**config.mk**
```make
export PLATFORM = sky130hd
export DESIGN_NAME = sheet_cell_record_parser_top_flat
export DESIGN_NICKNAME = d
export VERILOG_FILES = /design/src/rtl/core/scrp_pkg.sv /design/src/rtl/core/scrp_byte_if.sv /design/src/rtl/core/scrp_cell_if.sv /design/src/rtl/core/scrp_conv.sv /design/src/rtl/core/scrp_front.sv /design/src/rtl/core/scrp_queue.sv /design/src/rtl/core/scrp_back.sv /design/src/rtl/core/sheet_cell_record_parser_top.sv /design/src/flat_wrapper.sv
export SDC_FILE = /design/constraint.sdc
export NUM_CORES = 2
export LEC_CHECK = 0
export BUFFER_PORTS_ARGS = -buffer_cell sky130_fd_sc_hd__buf_2
export CAP_MARGIN = 20
export CORE_MARGIN = 4
export CORE_UTILIZATION = 45
export DETAILED_ROUTE_END_ITERATION = 8
export HOLD_SLACK_MARGIN = 0.06
export PLACE_DENSITY = 0.62
export SETUP_SLACK_MARGIN = 0.02
export SLEW_MARGIN = 5
export SYNTH_ARGS = -nofsm -noshare
export SYNTH_HDL_FRONTEND = slang
export SYNTH_HIERARCHICAL = 1
export SYNTH_SLANG_ARGS = --single-unit
```
**constraint.sdc**
```tcl
create_clock -name i_clk -period 25.9 [get_ports i_clk]
set_clock_uncertainty 0.05 [all_clocks]
set_input_delay 6.475 -clock i_clk [delete_from_list [all_inputs] [get_ports i_clk]]
set_output_delay 6.475 -clock i_clk [all_outputs]
set_load 0.01 [all_outputs]
```
**src/rtl/core/scrp_pkg.sv**
```systemverilog
`timescale 1ns / 1ps
`default_nettype none

package scrp_pkg;

    // row mask storage
    localparam int MaskRows  = 256;
    localparam int MaskWords = (MaskRows + 63) / 64;
    localparam int MaskBits  = MaskWords * 64;
    localparam int MaskIdxW  = $clog2(MaskBits);

    // configuration register indexes
    localparam int CfgIdxW = 3;
    localparam logic [CfgIdxW-1:0] CfgMaxRow    = 3'd0;
    localparam logic [CfgIdxW-1:0] CfgCellCap   = 3'd1;
    localparam logic [CfgIdxW-1:0] CfgMaskBytes = 3'd2;
    localparam logic [CfgIdxW-1:0] CfgMaskWord0 = 3'd3;
    localparam logic [CfgIdxW-1:0] CfgMaskWordN = 3'd6;

    // record types
    localparam logic [14:0] RecRow    = 15'h0000;
    localparam logic [14:0] RecRk     = 15'h0002;
    localparam logic [14:0] RecBool   = 15'h0004;
    localparam logic [14:0] RecReal   = 15'h0005;
    localparam logic [14:0] RecStr    = 15'h0007;
    localparam logic [14:0] RecFmlStr = 15'h0008;
    localparam logic [14:0] RecFmlNum = 15'h0009;

    // cell kinds
    localparam logic [2:0] KindNumber  = 3'd1;
    localparam logic [2:0] KindStrIdx  = 3'd2;
    localparam logic [2:0] KindBoolean = 3'd3;
    localparam logic [2:0] KindFmlStr  = 3'd4;

    localparam logic [63:0] DblOne     = 64'h3FF0_0000_0000_0000;
    localparam logic [10:0] ExpInfNan  = 11'h7FF;
    localparam logic [12:0] ExpBiasInt = 13'd1075;
    localparam int          DecDivisor = 100;

    // job queue
    localparam int QDepth = 4;
    localparam int QPtrW  = $clog2(QDepth);
    localparam int QCntW  = $clog2(QDepth + 1);

    typedef enum logic [2:0] {
        PH_TYPE0,
        PH_TYPE1,
        PH_SIZE,
        PH_DATA,
        PH_STOP
    } t_phase;

    typedef enum logic [1:0] {
        OP_RAW,
        OP_RK,
        OP_UINT
    } t_conv_op;

    typedef enum logic [2:0] {
        CV_IDLE,
        CV_NORM,
        CV_DIV,
        CV_ALIGN,
        CV_ROUND,
        CV_DONE
    } t_cv_state;

    typedef struct packed {
        logic        has_cell;
        logic        has_sum;
        logic [31:0] row;
        logic [31:0] column;
        logic [2:0]  kind;
        t_conv_op    op;
        logic [63:0] value;
        logic [31:0] offset;
        logic [31:0] blen;
        logic [31:0] total;
    } t_job;

    typedef struct packed {
        logic        start;
        logic        take;
        t_conv_op    op;
        logic [31:0] src;
    } t_conv_req;

    typedef struct packed {
        logic        valid;
        logic [63:0] value;
    } t_conv_rsp;

endpackage

`default_nettype wire

```
**src/rtl/core/scrp_byte_if.sv**
```systemverilog
`timescale 1ns / 1ps
`default_nettype none

interface scrp_byte_if;
    logic       valid;
    logic       ready;
    logic [7:0] data_byte;
    logic       end_of_buffer;

    modport source (output valid, output data_byte, output end_of_buffer, input ready);
    modport sink   (input valid, input data_byte, input end_of_buffer, output ready);
endinterface

`default_nettype wire

```
**src/rtl/core/scrp_cell_if.sv**
```systemverilog
`timescale 1ns / 1ps
`default_nettype none

interface scrp_cell_if;
    logic        valid;
    logic        ready;
    logic        is_summary;
    logic [31:0] cell_row;
    logic [31:0] cell_column;
    logic [2:0]  cell_kind;
    logic [63:0] value_bits;
    logic [31:0] text_offset;
    logic [31:0] text_byte_length;
    logic [31:0] total_cells;
    logic        is_last;

    modport source (
        output valid, output is_summary, output cell_row, output cell_column,
        output cell_kind, output value_bits, output text_offset,
        output text_byte_length, output total_cells, output is_last, input ready
    );
    modport sink (
        input valid, input is_summary, input cell_row, input cell_column,
        input cell_kind, input value_bits, input text_offset,
        input text_byte_length, input total_cells, input is_last, output ready
    );
endinterface

`default_nettype wire

```
**src/rtl/core/scrp_conv.sv**
```systemverilog
`timescale 1ns / 1ps
`default_nettype none

module scrp_conv (
    input  wire logic                i_clk,
    input  wire logic                i_rst_n,
    input  wire scrp_pkg::t_conv_req i_req,
    output scrp_pkg::t_conv_rsp      o_rsp
);
    import scrp_pkg::*;

    t_cv_state r_state, n_state;

    logic               r_sign, n_sign;
    logic [52:0]        r_m, n_m;
    logic signed [12:0] r_be, n_be;
    logic               r_div, n_div;
    logic [63:0]        r_n, n_n;
    logic [55:0]        r_q, n_q;
    logic [6:0]         r_r, n_r;
    logic [2:0]         r_cnt, n_cnt;
    logic [53:0]        r_z, n_z;
    logic               r_st, n_st;
    logic [10:0]        r_ef, n_ef;
    logic [63:0]        r_value, n_value;

    // start decode
    logic        st_direct;
    logic [63:0] st_val;
    logic        st_sign;
    logic [52:0] st_m;
    logic [12:0] st_be;
    logic        st_div;
    logic [29:0] st_mag;
    logic [63:0] st_fb;

    // division digits
    logic [10:0] step0, step1;

    // align
    logic               al_sel;
    logic [53:0]        al_z;
    logic               al_st;
    logic signed [12:0] al_eo;
    logic [5:0]         al_sh;
    logic [53:0]        al_mask;
    logic               up;

    // one radix-16 digit of a divide by the decimal constant
    function automatic logic [10:0] dig_step(input logic [6:0] rem, input logic [3:0] dig);
        logic [10:0] t;
        logic [3:0]  q;
        begin
            t = {rem, dig};
            q = '0;
            for (int j = 1; j < 16; j++) begin
                if (t >= 11'(DecDivisor * j)) q = 4'(j);
            end
            dig_step = {q, 7'(t - 11'(q) * 11'(DecDivisor))};
        end
    endfunction

    always_comb begin
        st_direct = 1'b0;
        st_val    = '0;
        st_sign   = 1'b0;
        st_m      = '0;
        st_be     = ExpBiasInt;
        st_div    = 1'b0;
        st_mag    = '0;
        st_fb     = {i_req.src[31:2], 2'b00, 32'b0};
        unique case (i_req.op)
            OP_UINT: begin
                st_m      = 53'(i_req.src);
                st_direct = (i_req.src == 32'd0);
            end
            OP_RK: begin
                st_div = i_req.src[0];
                if (i_req.src[1]) begin
                    st_sign   = i_req.src[31];
                    st_mag    = i_req.src[31] ? 30'(~i_req.src[31:2] + 30'd1) : i_req.src[31:2];
                    st_m      = 53'(st_mag);
                    st_direct = (st_mag == 30'd0);
                end else if (!i_req.src[0]) begin
                    st_direct = 1'b1;
                    st_val    = st_fb;
                end else if (st_fb[62:52] == ExpInfNan) begin
                    // infinity passes, nan comes out quiet
                    st_direct = 1'b1;
                    st_val    = (st_fb[51:0] == 52'd0) ? st_fb : (st_fb | (64'd1 << 51));
                end else if (st_fb[62:0] == 63'd0) begin
                    st_direct = 1'b1;
                    st_val    = st_fb;
                end else if (st_fb[62:52] == 11'd0) begin
                    st_sign = st_fb[63];
                    st_m    = {1'b0, st_fb[51:0]};
                    st_be   = 13'd1;
                end else begin
                    st_sign = st_fb[63];
                    st_m    = {1'b1, st_fb[51:0]};
                    st_be   = {2'b00, st_fb[62:52]};
                end
            end
            default: begin
                st_direct = 1'b1;
                st_val    = 64'(i_req.src);
            end
        endcase
    end

    assign step0 = dig_step(r_r, r_n[63:60]);
    assign step1 = dig_step(step0[6:0], r_n[59:56]);

    always_comb begin
        al_sel  = r_q[55];
        al_z    = al_sel ? r_q[55:2] : r_q[54:1];
        al_st   = (al_sel ? (|r_q[1:0]) : r_q[0]) | (r_r != 7'd0);
        al_eo   = r_be - (al_sel ? 13'sd6 : 13'sd7);
        al_sh   = (al_eo > 13'sd0) ? 6'd0 : 6'(13'sd1 - al_eo);
        al_mask = (54'd1 << al_sh) - 54'd1;
        up      = r_z[0] & (r_st | r_z[1]);
    end

    // next state
    always_comb begin
        n_state = r_state;
        unique case (r_state)
            CV_IDLE:  if (i_req.start) n_state = st_direct ? CV_DONE : CV_NORM;
            CV_NORM:  if (r_m[52]) n_state = r_div ? CV_DIV : CV_DONE;
            CV_DIV:   if (r_cnt == 3'd7) n_state = CV_ALIGN;
            CV_ALIGN: n_state = CV_ROUND;
            CV_ROUND: n_state = CV_DONE;
            CV_DONE:  if (i_req.take) n_state = CV_IDLE;
            default:  n_state = CV_IDLE;
        endcase
    end

    // datapath
    always_comb begin
        n_sign  = r_sign;
        n_m     = r_m;
        n_be    = r_be;
        n_div   = r_div;
        n_n     = r_n;
        n_q     = r_q;
        n_r     = r_r;
        n_cnt   = r_cnt;
        n_z     = r_z;
        n_st    = r_st;
        n_ef    = r_ef;
        n_value = r_value;
        unique case (r_state)
            CV_IDLE: begin
                n_sign  = st_sign;
                n_m     = st_m;
                n_be    = st_be;
                n_div   = st_div;
                n_value = st_val;
            end
            CV_NORM: begin
                if (r_m[52]) begin
                    n_value = {r_sign, r_be[10:0], r_m[51:0]};
                    n_n     = {2'b00, r_m, 9'b0};
                    n_q     = '0;
                    n_r     = '0;
                    n_cnt   = '0;
                end else if (r_m[52:49] == 4'd0) begin
                    n_m  = {r_m[48:0], 4'b0};
                    n_be = r_be - 13'sd4;
                end else begin
                    n_m  = {r_m[51:0], 1'b0};
                    n_be = r_be - 13'sd1;
                end
            end
            CV_DIV: begin
                n_q   = {r_q[47:0], step0[10:7], step1[10:7]};
                n_r   = step1[6:0];
                n_n   = {r_n[55:0], 8'b0};
                n_cnt = r_cnt + 3'd1;
            end
            CV_ALIGN: begin
                n_z  = al_z >> al_sh;
                n_st = al_st | ((al_z & al_mask) != 54'd0);
                n_ef = (al_eo > 13'sd0) ? al_eo[10:0] : 11'd0;
            end
            CV_ROUND: begin
                n_value = {r_sign, 63'({r_ef, r_z[52:1]}) + 63'(up)};
            end
            default: ;
        endcase
    end

    always_ff @(posedge i_clk) begin
        if (!i_rst_n) begin
            r_state <= CV_IDLE;
        end else begin
            r_state <= n_state;
        end
        r_sign  <= n_sign;
        r_m     <= n_m;
        r_be    <= n_be;
        r_div   <= n_div;
        r_n     <= n_n;
        r_q     <= n_q;
        r_r     <= n_r;
        r_cnt   <= n_cnt;
        r_z     <= n_z;
        r_st    <= n_st;
        r_ef    <= n_ef;
        r_value <= n_value;
    end

    assign o_rsp.valid = (r_state == CV_DONE);
    assign o_rsp.value = r_value;

endmodule

`default_nettype wire

```
**src/rtl/core/scrp_front.sv**
```systemverilog
`timescale 1ns / 1ps
`default_nettype none

module scrp_front (
    input  wire logic                            i_clk,
    input  wire logic                            i_rst_n,
    scrp_byte_if.sink                            i_byte,
    input  wire logic                            i_cfg_we,
    input  wire logic [scrp_pkg::CfgIdxW-1:0]    i_cfg_index,
    input  wire logic [63:0]                     i_cfg_data,
    input  wire logic                            i_job_ready,
    output logic                                 o_job_valid,
    output scrp_pkg::t_job                       o_job
);
    import scrp_pkg::*;

    // configuration
    logic [31:0]         r_max_row;
    logic [31:0]         r_cap;
    logic [5:0]          r_mask_bytes;
    logic [63:0]         r_mask [MaskWords];
    logic [MaskBits-1:0] mask_vec;

    // parse state
    t_phase      r_phase, n_phase;
    logic [31:0] r_pos, n_pos;
    logic [14:0] r_kind, n_kind;
    logic [28:0] r_len, n_len;
    logic [1:0]  r_lbi, n_lbi;
    logic [28:0] r_seen, n_seen;
    logic [31:0] r_dstart, n_dstart;
    logic [7:0]  r_head [16];
    logic [31:0] r_row, n_row;
    logic        r_row_en, n_row_en;
    logic [31:0] r_cells, n_cells;

    logic        accept, eob;
    logic [7:0]  b;
    logic [7:0]  hv [16];
    logic [31:0] h0, h8, h12;
    logic        stop_now, more, size_end, data_end, fin;
    logic        row_upd, row_stop, row_keep, cell_hit;
    logic [28:0] seen_inc;
    logic        head_we;
    t_job        job;

    assign b      = i_byte.data_byte;
    assign eob    = i_byte.end_of_buffer;
    assign accept = i_byte.valid & i_job_ready;
    assign i_byte.ready = i_job_ready;

    always_comb begin
        for (int w = 0; w < MaskWords; w++) mask_vec[w*64 +: 64] = r_mask[w];
    end

    // current byte shows through at the slot it is about to fill
    always_comb begin
        for (int i = 0; i < 16; i++) begin
            hv[i] = (r_phase == PH_DATA && r_seen == 29'(i)) ? b : r_head[i];
        end
    end
    assign h0  = {hv[3], hv[2], hv[1], hv[0]};
    assign h8  = {hv[11], hv[10], hv[9], hv[8]};
    assign h12 = {hv[15], hv[14], hv[13], hv[12]};

    // decode
    always_comb begin
        stop_now = (r_phase == PH_STOP) || (r_cells >= r_cap);
        more     = 1'b0;
        n_len    = r_len;
        if (r_phase == PH_TYPE0) begin
            n_len = '0;
        end else if (r_phase == PH_SIZE) begin
            if (r_lbi != 2'd3) begin
                n_len = r_len | (29'(b[6:0]) << (5'(r_lbi) * 5'd7));
                more  = b[7];
            end else begin
                n_len = r_len | {b, 21'b0};
            end
        end
        seen_inc = r_seen + 29'd1;
        size_end = (r_phase == PH_SIZE) && !more;
        data_end = (r_phase == PH_DATA) && (seen_inc >= r_len);
        fin      = !stop_now && ((size_end && n_len == 29'd0) || data_end);
        head_we  = !stop_now && (r_phase == PH_DATA) && (r_seen < 29'd16);

        row_upd  = fin && (r_kind == RecRow) && (n_len >= 29'd4);
        row_stop = row_upd && (h0 > r_max_row);
        if (r_mask_bytes == 6'd0) begin
            row_keep = 1'b1;
        end else if ((h0 >> 3) >= 32'(r_mask_bytes) || h0 >= 32'(MaskRows)) begin
            row_keep = 1'b0;
        end else begin
            row_keep = mask_vec[h0[MaskIdxW-1:0]];
        end

        job          = '0;
        job.row      = r_row;
        job.column   = h0;
        job.op       = OP_RAW;
        cell_hit     = 1'b0;
        if (fin && r_kind != RecRow && r_row_en && !(r_row > r_max_row)) begin
            priority if (r_kind == RecRk && n_len >= 29'd12) begin
                cell_hit  = 1'b1;
                job.kind  = KindNumber;
                job.op    = OP_RK;
                job.value = {32'b0, h8};
            end else if ((r_kind == RecReal || r_kind == RecFmlNum) && n_len >= 29'd16) begin
                cell_hit  = 1'b1;
                job.kind  = KindNumber;
                job.value = {h12, h8};
            end else if (r_kind == RecStr && n_len >= 29'd12) begin
                cell_hit  = 1'b1;
                job.kind  = KindStrIdx;
                job.op    = OP_UINT;
                job.value = {32'b0, h8};
            end else if (r_kind == RecFmlStr && n_len >= 29'd12) begin
                cell_hit   = 1'b1;
                job.kind   = KindFmlStr;
                job.offset = r_dstart + 32'd12;
                job.blen   = {h8[30:0], 1'b0};
            end else if (r_kind == RecBool && n_len >= 29'd9) begin
                cell_hit  = 1'b1;
                job.kind  = KindBoolean;
                job.value = (hv[8] != 8'd0) ? DblOne : 64'd0;
            end else begin
                cell_hit = 1'b0;
            end
        end
        n_cells      = r_cells + 32'(cell_hit);
        job.has_cell = cell_hit;
        job.has_sum  = eob;
        job.total    = n_cells;
    end

    // next state
    always_comb begin
        n_phase = r_phase;
        if (stop_now) begin
            n_phase = PH_STOP;
        end else begin
            unique case (r_phase)
                PH_TYPE0: n_phase = b[7] ? PH_TYPE1 : PH_SIZE;
                PH_TYPE1: n_phase = PH_SIZE;
                PH_SIZE: begin
                    if (!more) n_phase = (n_len == 29'd0) ? PH_TYPE0 : PH_DATA;
                end
                PH_DATA: begin
                    if (data_end) n_phase = row_stop ? PH_STOP : PH_TYPE0;
                end
                default: n_phase = PH_STOP;
            endcase
        end
    end

    // datapath
    always_comb begin
        n_pos    = r_pos + 32'd1;
        n_kind   = r_kind;
        n_lbi    = r_lbi;
        n_seen   = r_seen;
        n_dstart = r_dstart;
        n_row    = r_row;
        n_row_en = r_row_en;
        if (!stop_now) begin
            unique case (r_phase)
                PH_TYPE0: begin
                    n_kind = {8'b0, b[6:0]};
                    n_lbi  = '0;
                end
                PH_TYPE1: n_kind = r_kind | {b, 7'b0};
                PH_SIZE: begin
                    if (r_lbi != 2'd3) n_lbi = r_lbi + 2'd1;
                    if (!more) begin
                        n_dstart = r_pos + 32'd1;
                        n_seen   = '0;
                    end
                end
                PH_DATA: n_seen = seen_inc;
                default: ;
            endcase
        end
        if (row_upd) begin
            n_row = h0;
            if (!row_stop) n_row_en = row_keep;
        end
    end

    always_ff @(posedge i_clk) begin
        if (!i_rst_n) begin
            r_max_row    <= '1;
            r_cap        <= '1;
            r_mask_bytes <= '0;
            for (int w = 0; w < MaskWords; w++) r_mask[w] <= '0;
        end else if (i_cfg_we) begin
            unique case (i_cfg_index)
                CfgMaxRow:    r_max_row    <= i_cfg_data[31:0];
                CfgCellCap:   r_cap        <= i_cfg_data[31:0];
                CfgMaskBytes: r_mask_bytes <= i_cfg_data[5:0];
                default: begin
                    for (int w = 0; w < MaskWords; w++) begin
                        if (i_cfg_index >= CfgMaskWord0 && i_cfg_index <= CfgMaskWordN
                            && (i_cfg_index - CfgMaskWord0) == CfgIdxW'(w)) begin
                            r_mask[w] <= i_cfg_data;
                        end
                    end
                end
            endcase
        end
    end

    always_ff @(posedge i_clk) begin
        if (!i_rst_n || (accept && eob)) begin
            r_phase  <= PH_TYPE0;
            r_pos    <= '0;
            r_kind   <= '0;
            r_len    <= '0;
            r_lbi    <= '0;
            r_seen   <= '0;
            r_dstart <= '0;
            r_row    <= '1;
            r_row_en <= 1'b1;
            r_cells  <= '0;
        end else if (accept) begin
            r_phase  <= n_phase;
            r_pos    <= n_pos;
            r_kind   <= n_kind;
            r_len    <= n_len;
            r_lbi    <= n_lbi;
            r_seen   <= n_seen;
            r_dstart <= n_dstart;
            r_row    <= n_row;
            r_row_en <= n_row_en;
            r_cells  <= n_cells;
        end
    end

    always_ff @(posedge i_clk) begin
        if (accept && head_we) r_head[r_seen[3:0]] <= b;
    end

    assign o_job_valid = accept & (cell_hit | eob);
    assign o_job       = job;

endmodule

`default_nettype wire

```
**src/rtl/core/scrp_queue.sv**
```systemverilog
`timescale 1ns / 1ps
`default_nettype none

module scrp_queue (
    input  wire logic           i_clk,
    input  wire logic           i_rst_n,
    input  wire logic           i_push,
    input  wire scrp_pkg::t_job i_data,
    output logic                o_ready,
    input  wire logic           i_pop,
    output logic                o_valid,
    output scrp_pkg::t_job      o_data
);
    import scrp_pkg::*;

    t_job             r_mem [QDepth];
    logic [QPtrW-1:0] r_wp, r_rp;
    logic [QCntW-1:0] r_cnt;
    logic             do_push, do_pop;

    assign o_ready = (r_cnt != QCntW'(QDepth));
    assign o_valid = (r_cnt != '0);
    assign o_data  = r_mem[r_rp];
    assign do_push = i_push & o_ready;
    assign do_pop  = i_pop & o_valid;

    always_ff @(posedge i_clk) begin
        if (!i_rst_n) begin
            r_wp  <= '0;
            r_rp  <= '0;
            r_cnt <= '0;
        end else begin
            if (do_push) r_wp <= QPtrW'(32'(r_wp) + 1 == QDepth ? 0 : 32'(r_wp) + 1);
            if (do_pop)  r_rp <= QPtrW'(32'(r_rp) + 1 == QDepth ? 0 : 32'(r_rp) + 1);
            r_cnt <= r_cnt + QCntW'(do_push) - QCntW'(do_pop);
        end
    end

    always_ff @(posedge i_clk) begin
        if (do_push) r_mem[r_wp] <= i_data;
    end

endmodule

`default_nettype wire

```
**src/rtl/core/scrp_back.sv**
```systemverilog
`timescale 1ns / 1ps
`default_nettype none

module scrp_back (
    input  wire logic           i_clk,
    input  wire logic           i_rst_n,
    input  wire logic           i_q_valid,
    input  wire scrp_pkg::t_job i_q_data,
    output logic                o_q_pop,
    scrp_cell_if.source         o_cell
);
    import scrp_pkg::*;

    t_job      r_job;
    logic      r_job_v, r_cell_pend, r_sum_pend, r_started;
    t_conv_req conv_req;
    t_conv_rsp conv_rsp;

    logic        r_out_v;
    logic        r_is_summary, r_is_last;
    logic [31:0] r_row, r_col, r_off, r_blen, r_total;
    logic [2:0]  r_kind;
    logic [63:0] r_value;

    logic needs_conv, cell_rdy, out_free, load_cell, load_sum, job_done, pop;

    assign needs_conv = (r_job.op != OP_RAW);
    assign cell_rdy   = !needs_conv || conv_rsp.valid;
    assign out_free   = !r_out_v || o_cell.ready;
    assign load_cell  = r_job_v && r_cell_pend && cell_rdy && out_free;
    assign load_sum   = r_job_v && !r_cell_pend && r_sum_pend && out_free;
    assign job_done   = (load_cell && !r_sum_pend) || load_sum;
    assign pop        = i_q_valid && (!r_job_v || job_done);
    assign o_q_pop    = pop;

    assign conv_req.start = r_job_v && r_cell_pend && needs_conv && !r_started;
    assign conv_req.take  = load_cell && needs_conv;
    assign conv_req.op    = r_job.op;
    assign conv_req.src   = r_job.value[31:0];

    scrp_conv u_conv (
        .i_clk   (i_clk),
        .i_rst_n (i_rst_n),
        .i_req   (conv_req),
        .o_rsp   (conv_rsp)
    );

    always_ff @(posedge i_clk) begin
        if (!i_rst_n) begin
            r_job_v     <= 1'b0;
            r_cell_pend <= 1'b0;
            r_sum_pend  <= 1'b0;
            r_started   <= 1'b0;
        end else if (pop) begin
            r_job_v     <= 1'b1;
            r_cell_pend <= i_q_data.has_cell;
            r_sum_pend  <= i_q_data.has_sum;
            r_started   <= 1'b0;
        end else begin
            if (job_done)       r_job_v     <= 1'b0;
            if (load_cell)      r_cell_pend <= 1'b0;
            if (load_sum)       r_sum_pend  <= 1'b0;
            if (conv_req.start) r_started   <= 1'b1;
        end
    end

    always_ff @(posedge i_clk) begin
        if (pop) r_job <= i_q_data;
    end

    always_ff @(posedge i_clk) begin
        if (!i_rst_n) begin
            r_out_v <= 1'b0;
        end else if (load_cell || load_sum) begin
            r_out_v <= 1'b1;
        end else if (o_cell.ready) begin
            r_out_v <= 1'b0;
        end
    end

    always_ff @(posedge i_clk) begin
        if (load_cell) begin
            r_is_summary <= 1'b0;
            r_row        <= r_job.row;
            r_col        <= r_job.column;
            r_kind       <= r_job.kind;
            r_value      <= needs_conv ? conv_rsp.value : r_job.value;
            r_off        <= r_job.offset;
            r_blen       <= r_job.blen;
            r_total      <= r_job.total;
            r_is_last    <= !r_sum_pend;
        end else if (load_sum) begin
            r_is_summary <= 1'b1;
            r_row        <= '0;
            r_col        <= '0;
            r_kind       <= '0;
            r_value      <= '0;
            r_off        <= '0;
            r_blen       <= '0;
            r_total      <= r_job.total;
            r_is_last    <= 1'b1;
        end
    end

    assign o_cell.valid            = r_out_v;
    assign o_cell.is_summary       = r_is_summary;
    assign o_cell.cell_row         = r_row;
    assign o_cell.cell_column      = r_col;
    assign o_cell.cell_kind        = r_kind;
    assign o_cell.value_bits       = r_value;
    assign o_cell.text_offset      = r_off;
    assign o_cell.text_byte_length = r_blen;
    assign o_cell.total_cells      = r_total;
    assign o_cell.is_last          = r_is_last;

endmodule

`default_nettype wire

```
**src/rtl/core/sheet_cell_record_parser_top.sv**
```systemverilog
`timescale 1ns / 1ps
`default_nettype none

// channel   dir  handshake      word contents
// i_byte    in   valid/ready    data_byte, end_of_buffer
// o_cell    out  valid/ready    cell or end count result
// i_cfg_*   in   write enable   register index, 64-bit data
//
// the front takes one byte word per cycle; it stalls only while the job
// queue is full. a cell record is at least 11 bytes long
// rk values divided by 100 run through the iterative converter: a radix-16
// long division, two digits a cycle, preceded by normalization when the
// value needs it and followed by an align step and a round step
// integer and index conversions run in the same converter
// reset is synchronous, active low; no clearing pass is needed
// a stalled o_cell keeps its word while the queue keeps taking bytes

module sheet_cell_record_parser_top (
    input  wire logic                         i_clk,
    input  wire logic                         i_rst_n,
    scrp_byte_if.sink                         i_byte,
    scrp_cell_if.source                       o_cell,
    input  wire logic                         i_cfg_we,
    input  wire logic [scrp_pkg::CfgIdxW-1:0] i_cfg_index,
    input  wire logic [63:0]                  i_cfg_data
);
    import scrp_pkg::*;

    // front to queue
    logic job_valid, job_ready;
    t_job job;

    // queue to back
    logic q_valid, q_pop;
    t_job q_data;

    // header decode, row tracking, filters and cell counting
    scrp_front u_front (
        .i_clk       (i_clk),
        .i_rst_n     (i_rst_n),
        .i_byte      (i_byte),
        .i_cfg_we    (i_cfg_we),
        .i_cfg_index (i_cfg_index),
        .i_cfg_data  (i_cfg_data),
        .i_job_ready (job_ready),
        .o_job_valid (job_valid),
        .o_job       (job)
    );

    // short queue so the byte stream keeps moving during a conversion
    scrp_queue u_queue (
        .i_clk   (i_clk),
        .i_rst_n (i_rst_n),
        .i_push  (job_valid),
        .i_data  (job),
        .o_ready (job_ready),
        .i_pop   (q_pop),
        .o_valid (q_valid),
        .o_data  (q_data)
    );

    // value conversion and result output register
    scrp_back u_back (
        .i_clk     (i_clk),
        .i_rst_n   (i_rst_n),
        .i_q_valid (q_valid),
        .i_q_data  (q_data),
        .o_q_pop   (q_pop),
        .o_cell    (o_cell)
    );

endmodule

`default_nettype wire

```
**src/flat_wrapper.sv**
```systemverilog
// flat-port wrapper written by rule: the top's interface ports become plain ports
module sheet_cell_record_parser_top_flat import scrp_pkg::*;
  (i_clk, i_rst_n, i_cfg_we, i_cfg_index, i_cfg_data, i_byte_valid, i_byte_data_byte, i_byte_end_of_buffer, i_byte_ready, o_cell_valid, o_cell_is_summary, o_cell_cell_row, o_cell_cell_column, o_cell_cell_kind, o_cell_value_bits, o_cell_text_offset, o_cell_text_byte_length, o_cell_total_cells, o_cell_is_last, o_cell_ready);
  scrp_byte_if i_byte_i ();
  scrp_cell_if o_cell_i ();
  input  wire logic i_clk;
  input  wire logic i_rst_n;
  input  wire logic i_cfg_we;
  input  wire logic [scrp_pkg::CfgIdxW-1:0] i_cfg_index;
  input  wire logic [63:0] i_cfg_data;
  input wire logic [$bits(i_byte_i.valid)-1:0] i_byte_valid;
  input wire logic [$bits(i_byte_i.data_byte)-1:0] i_byte_data_byte;
  input wire logic [$bits(i_byte_i.end_of_buffer)-1:0] i_byte_end_of_buffer;
  output wire logic [$bits(i_byte_i.ready)-1:0] i_byte_ready;
  output wire logic [$bits(o_cell_i.valid)-1:0] o_cell_valid;
  output wire logic [$bits(o_cell_i.is_summary)-1:0] o_cell_is_summary;
  output wire logic [$bits(o_cell_i.cell_row)-1:0] o_cell_cell_row;
  output wire logic [$bits(o_cell_i.cell_column)-1:0] o_cell_cell_column;
  output wire logic [$bits(o_cell_i.cell_kind)-1:0] o_cell_cell_kind;
  output wire logic [$bits(o_cell_i.value_bits)-1:0] o_cell_value_bits;
  output wire logic [$bits(o_cell_i.text_offset)-1:0] o_cell_text_offset;
  output wire logic [$bits(o_cell_i.text_byte_length)-1:0] o_cell_text_byte_length;
  output wire logic [$bits(o_cell_i.total_cells)-1:0] o_cell_total_cells;
  output wire logic [$bits(o_cell_i.is_last)-1:0] o_cell_is_last;
  input wire logic [$bits(o_cell_i.ready)-1:0] o_cell_ready;
  assign i_byte_i.valid = i_byte_valid;
  assign i_byte_i.data_byte = i_byte_data_byte;
  assign i_byte_i.end_of_buffer = i_byte_end_of_buffer;
  assign i_byte_ready = i_byte_i.ready;
  assign o_cell_valid = o_cell_i.valid;
  assign o_cell_is_summary = o_cell_i.is_summary;
  assign o_cell_cell_row = o_cell_i.cell_row;
  assign o_cell_cell_column = o_cell_i.cell_column;
  assign o_cell_cell_kind = o_cell_i.cell_kind;
  assign o_cell_value_bits = o_cell_i.value_bits;
  assign o_cell_text_offset = o_cell_i.text_offset;
  assign o_cell_text_byte_length = o_cell_i.text_byte_length;
  assign o_cell_total_cells = o_cell_i.total_cells;
  assign o_cell_is_last = o_cell_i.is_last;
  assign o_cell_i.ready = o_cell_ready;
  sheet_cell_record_parser_top u_core (.i_clk(i_clk), .i_rst_n(i_rst_n), .i_byte(i_byte_i), .o_cell(o_cell_i), .i_cfg_we(i_cfg_we), .i_cfg_index(i_cfg_index), .i_cfg_data(i_cfg_data));
endmodule
```
# After elaboration in Yosys (flattened, before gate mapping)
# Memories as Yosys holds them, arrays and structs flattened. A register that Yosys moved wholly into a read port is not among the register bits.
# Cells that the tools add are included.
# classes
n_addsub	20
mul	3
magnitude_cmp	45
eq_ne	48
n_shift	3
n_mux	197
bitwise_logic	22
reduce_logical	115
# op_table
op	n
2-to-1 mux 64 bit	18
2-to-1 mux 53 bit	7
one-hot mux 64 bit (2 select lines)	2
2-to-1 mux 62 bit	4
== test 29 x 4 -> 1 bit, second input constant	8
2-to-1 mux 32 bit	7
one-hot mux 53 bit (2 select lines)	2
one-hot mux 64 bit (3 select lines)	1
2-to-1 mux 133 bit	1
2-to-1 mux 29 bit	4
one-hot mux 56 bit (2 select lines)	1
greater-or-equal comparator 11 x 10 -> 1 bit, second input constant	10
greater-or-equal comparator 11 bit, second input constant	10
2-to-1 mux 8 bit	12
2-to-1 mux 13 bit	7
zero test 29 bit	3
2-to-1 mux 3 bit	24
2-to-1 mux 69 bit	1
greater-or-equal comparator 11 x 9 -> 1 bit, second input constant	6
> comparator 32 bit	2
2-to-1 mux 4 bit	16
adder 63 x 1 -> 63 bit	1
2-to-1 mux 1 bit	59
== test 29 x 2 -> 1 bit, second input constant	2
other kinds (96)	245
# word_totals
register_bits	1077
ramBits	1308
n_memories	3
# memory_table
memory	depth	width	rd	rd_clocked_by_memory_dff	write_ports	line_no	source
u_core.u_queue.r_mem	4	231	1	1	1	scrp_queue.sv:16	t_job r_mem [QDepth];
u_core.u_front.r_mask	4	64	4	0	4	scrp_front.sv:21	logic [63:0] r_mask [MaskWords];
u_core.u_front.r_head	16	8	12	0	1	scrp_front.sv:32	logic [7:0] r_head [16];

# Depth between registers and ports, before layout
# logic_depth
word_depth	37
mapped_depth	32
depth_no_buf	30

# By module
# Netlist, hierarchy kept.
# modules_own_cells
mod	instances	cells_each	area_each_um2	seq_area_each_um2
scrp_queue	1	1259	33823.7	27926.8
scrp_front	1	3388	32905.3	16115.5
scrp_conv	1	2612	22943.3	9609.2
scrp_back	1	854	16113.0	13843.3

# Least setup slack after synthesis
# Ideal clock, no wire load.
# synth_path
path_kind	input port to flip-flop
startpoint	in o_cell_ready
endpoint	reg u_core.u_back.r_col[0], in the netlist u_core/u_back/o_cell.cell_column[0] (enable)
setup_ns	0.894
arrival_time_ns	17.704
t_required_ns	24.956
path_slack_ns	7.252
path_stages	3
n_path_buf	0
path_cell_list	nand2b_1 > nand2b_1 > a21oi_1
# synth_between
elab_chain_cells	3
word_cells_on_any_way	4
cone_classes	reduce/logical: 4
# synth_rtl
element	line_no	source
from (decl)	flat_wrapper.sv:25	input wire logic [$bits(o_cell_i.ready)-1:0] o_cell_ready;
logical OR 1 bit *	scrp_back.sv:29	assign out_free = !r_out_v || o_cell.ready;
logical AND 1 bit (on tied branches)	scrp_back.sv:30, scrp_back.sv:31	
nonzero test 2 bit (no source line) *	--	
to (signal assigned)	scrp_back.sv:85	r_col <= r_job.column;
to (decl)	scrp_back.sv:21	logic [31:0] r_row, r_col, r_off, r_blen, r_total;
# Every way passes the cells marked *; elsewhere a longest branch is shown, timed or not.
# A chain may end at the register's enable or synchronous reset.

==> out/metrics.cfg <==
[outcome]
status = completed

[cells_and_area]
final_common_cell = edfxtp_1
fin_cells = 11700
mostFrequentLayoutCells = edfxtp_1 (2051), nand2_1 (952), nor2_1 (586), a21oi_1 (428), and2_1 (405)
area.growth.synth_to_final_pct = 12.0
nets = 8568
drive_gt1_share_pct = 15.4
fillerInstances = 19800
utilization_pct = 50.8

[sta]
period_share_pct = 46.6
worst_pin_slew_ps = 1180
setup_slack_ps = 13830
report.final.hold_viol_count = 0
fin_crit_ps = 12070
drv_slew = 0
slew_headroom_pct = 21.3
timing.setup.tns_ps = 0
setup_viol = 0
rsz0062_at_grt = no
fmax_mhz = 82.9

[route]
drtIter0Drc = 6870
drt_pass1_iterations = 6
ant_nets = 0
wl_per_cell_um = 24.8
drc = 0
vias = 67500
wirelength_um = 289000
viasPerCell = 5.79

[setup_path]
crit_type = primary input to register
cp-start-kind = primary input
critPathLaunch = i_byte_data_byte[3]
end_kind = register
crit_arrival_ps = 12800
critPathRequiredTime_ps = 26630
worstPathMaxFanout = 36
r2r_start = u_core/u_front/r_seen[2]$_SDFFE_PP0P_

[synth]
async_flop_share_pct = 0
ys_ff_latch = 2346
yosysWarnings = 6
synth_seq_area_share_pct = 63.8
syn-cell-area_um2 = 106000
yosysUniqueCellTypes = 109
ys.flop_type = edfxtp_1
synth_edf_count = 2051
syn-mean-instance-area_um2 = 13.0
syn_inst = 8113
synth_fp_nets = 8370

[cts]
cts_tree = built
clk_path_buf_depth = 3
cts_buffers = 239
cts_root_buffer = clkbuf_16
clkLatencyLatePin_ps = 900
htree_num_levels = 4
holdBufCountCts = 0
cts_setup_buffers = 0
cts_sinks = 2346
cts_resized = 0
path_clk_slew_ps = 60

[place]
dp_cells = 11200
gp_congestion = 0.923
place_ws_ps = 13080
port_buffers = 311
dp_hpwl_um = 194000

[die]
die-area_um2 = 243000
core_area_um2 = 233000
num_io_pins = 312
die_height_um = 493
fp.dieW_um = 493
start_util_pct = 45.4
std_cell_rows = 177

[flow_run]
cap_violations = 0

[pwr]
power_leakage_uw = 0.0412
power_uw = 11400
power_density_nw_per_um2 = 96.2
ir_drop_mv = 0.0678

[global_route]
grt_pass1_vias = 65900
antenna_found_initial = 19
grt-ovfl-total = 0
gr-usage-all-layers_pct = 23.3
grt_max_degree = 104
grt_pass1_wl_um = 431000

[worst_hold_path]
min_from = u_core/u_back/r_job[29]$_DFFE_PP_
hold_path.class = register to register

-- sequential cells by signal, summed over array words and instances, names as in the netlist, 34 cells and up, named ones only --
register and cells:
u_core/u_queue/r_mem 924, u_core/u_front/r_mask 256, u_core/u_back/r_job 195, u_core/u_front/r_head 96, u_core/u_back/o_cell.value_bits 64, u_core/u_back/u_conv/r_value 64, u_core/u_back/u_conv/r_q 56, u_core/u_back/u_conv/r_n 55
u_core/u_back/u_conv/r_m 53, u_core/u_back/u_conv/r_z 53, u_core/u_back/conv_req 34
-- logic make-up (layout without fill, tap and decap cells) --
| group | Yosys count | after routing | synth area share, % |
|---|---|---|---|
| xor gates and xnor gates | 289 | 289 | 2.41 |
| buffers and inverters | 674 | 1083 | 2.84 |
| muxes | 568 | 568 | 8.25 |
| DFF | 2346 | 2346 | 63.8 |
| adders and majority gates | 176 | 176 | 2.10 |
| other | 1 | 5 | 0.00354 |
| and+or+nand+nor | 2683 | 2683 | 12.3 |
| AOI/OAI and AO/OA | 1376 | 1376 | 8.30 |
-- synthesized netlist by cell type, types with 20 or more instances --
cell	count	area share, %
clkbuf_1	345	1.2
nand4_1	63	0.37
nor2b_1	30	0.18
a21o_1	70	0.50
nand3b_1	20	0.14
and2_1	407	2.4
mux2_2	75	0.80
buf_2	62	0.29
a22oi_1	70	0.50
o21a_1	23	0.16
o31ai_1	28	0.20
a21boi_0	25	0.18
nand2_1	956	3.4
dfxtp_1	295	5.6
o211ai_1	88	0.62
nand2b_1	33	0.20
a31oi_1	35	0.21
and2_4	82	0.68
ha_1	173	2.0
buf_6	32	0.34
or3_1	57	0.34
nor2_1	594	2.1
a21oi_1	432	2.0
a211oi_1	76	0.54
buf_1	31	0.11
o21ai_0	291	1.4
xor2_1	158	1.3
xnor2_1	129	1.1
edfxtp_1	2051	58
nor4_1	59	0.35
o22ai_1	34	0.20
nand3_1	147	0.70
nor3_1	84	0.40
mux2i_1	257	2.4
inv_1	175	0.62
and3_1	70	0.41
mux4_2	236	5.0
-- where the power goes --
| group | internal (µW) | total [µW] | switching (µW) |
|---|---|---|---|
| clock | 2020 | 3500 | 1480 |
| combinational | 931 | 2790 | 1860 |
| sequential | 4760 | 5110 | 353 |
-- critical path, cell delays in order --
cell,delay [ps]
buf_2,100
buf_4,270
nor4_1,690
a21oi_1,140
o21ai_0,200
a31o_2,240
nand2_1,70
or2_2,310
a211o_1,290
nand2_1,210
o2111a_1,500
ha_1,340
ha_1,240
nand3_1,160
nor2_1,340
and3_1,300
nand3_1,180
nor2_1,250
nand3_1,200
nor2_1,280
and3_1,280
nand3_1,150
or3_1,380
a21oi_1,140
-- through the flow --
stage	instance area, µm²	hold slack (ps)
after CTS	118000	348
after detailed placement	110000	355
after global routing	118000	371
after global placement	110000	355
after floorplan	106000	350
final	118000	343
-- metal layers --
layer / vias up / part of all wire (%) / GRT usage, %
li1: 30600 / - / -
met1: 33800 / 41 / 31.5
met2: 2677 / 49 / 38.6
met3: 497 / 6.9 / 3.71
met4: 12 / 3.2 / 7.41
met5: - / 0.028 / 0
-- area by class of cell --
cell class | instances | area (µm²) | share of cell area (%)
clock buffer | 298 | 6430 | 5.42
multi-input combinational | 5093 | 35600 | 30.1
tap | 3132 | 3920 | 3.31
clock inverter | 154 | 1670 | 1.41
timing repair buffer | 450 | 2660 | 2.25
sequential | 2346 | 67500 | 57.0
inverter | 181 | 682 | 0.575
antenna | 4 | 10.0 | 0.00845
-- final timing paths --
check | endpoint | slack, ps | cells after the start
worst max-delay path | u_core/u_front/r_cells[28]$_SDFFE_PP0P_ | 13830 | 24
worst min-delay path | u_core/u_back/o_cell.total_cells[29]$_DFFE_PP_ | 340 | 0
worst max register to register | u_core/u_front/r_cells[28]$_SDFFE_PP0P_ | 16900 | 29
worst min register to register | u_core/u_back/o_cell.total_cells[29]$_DFFE_PP_ | 340 | 0
Note: power is estimated with default switching activity, not from simulation.
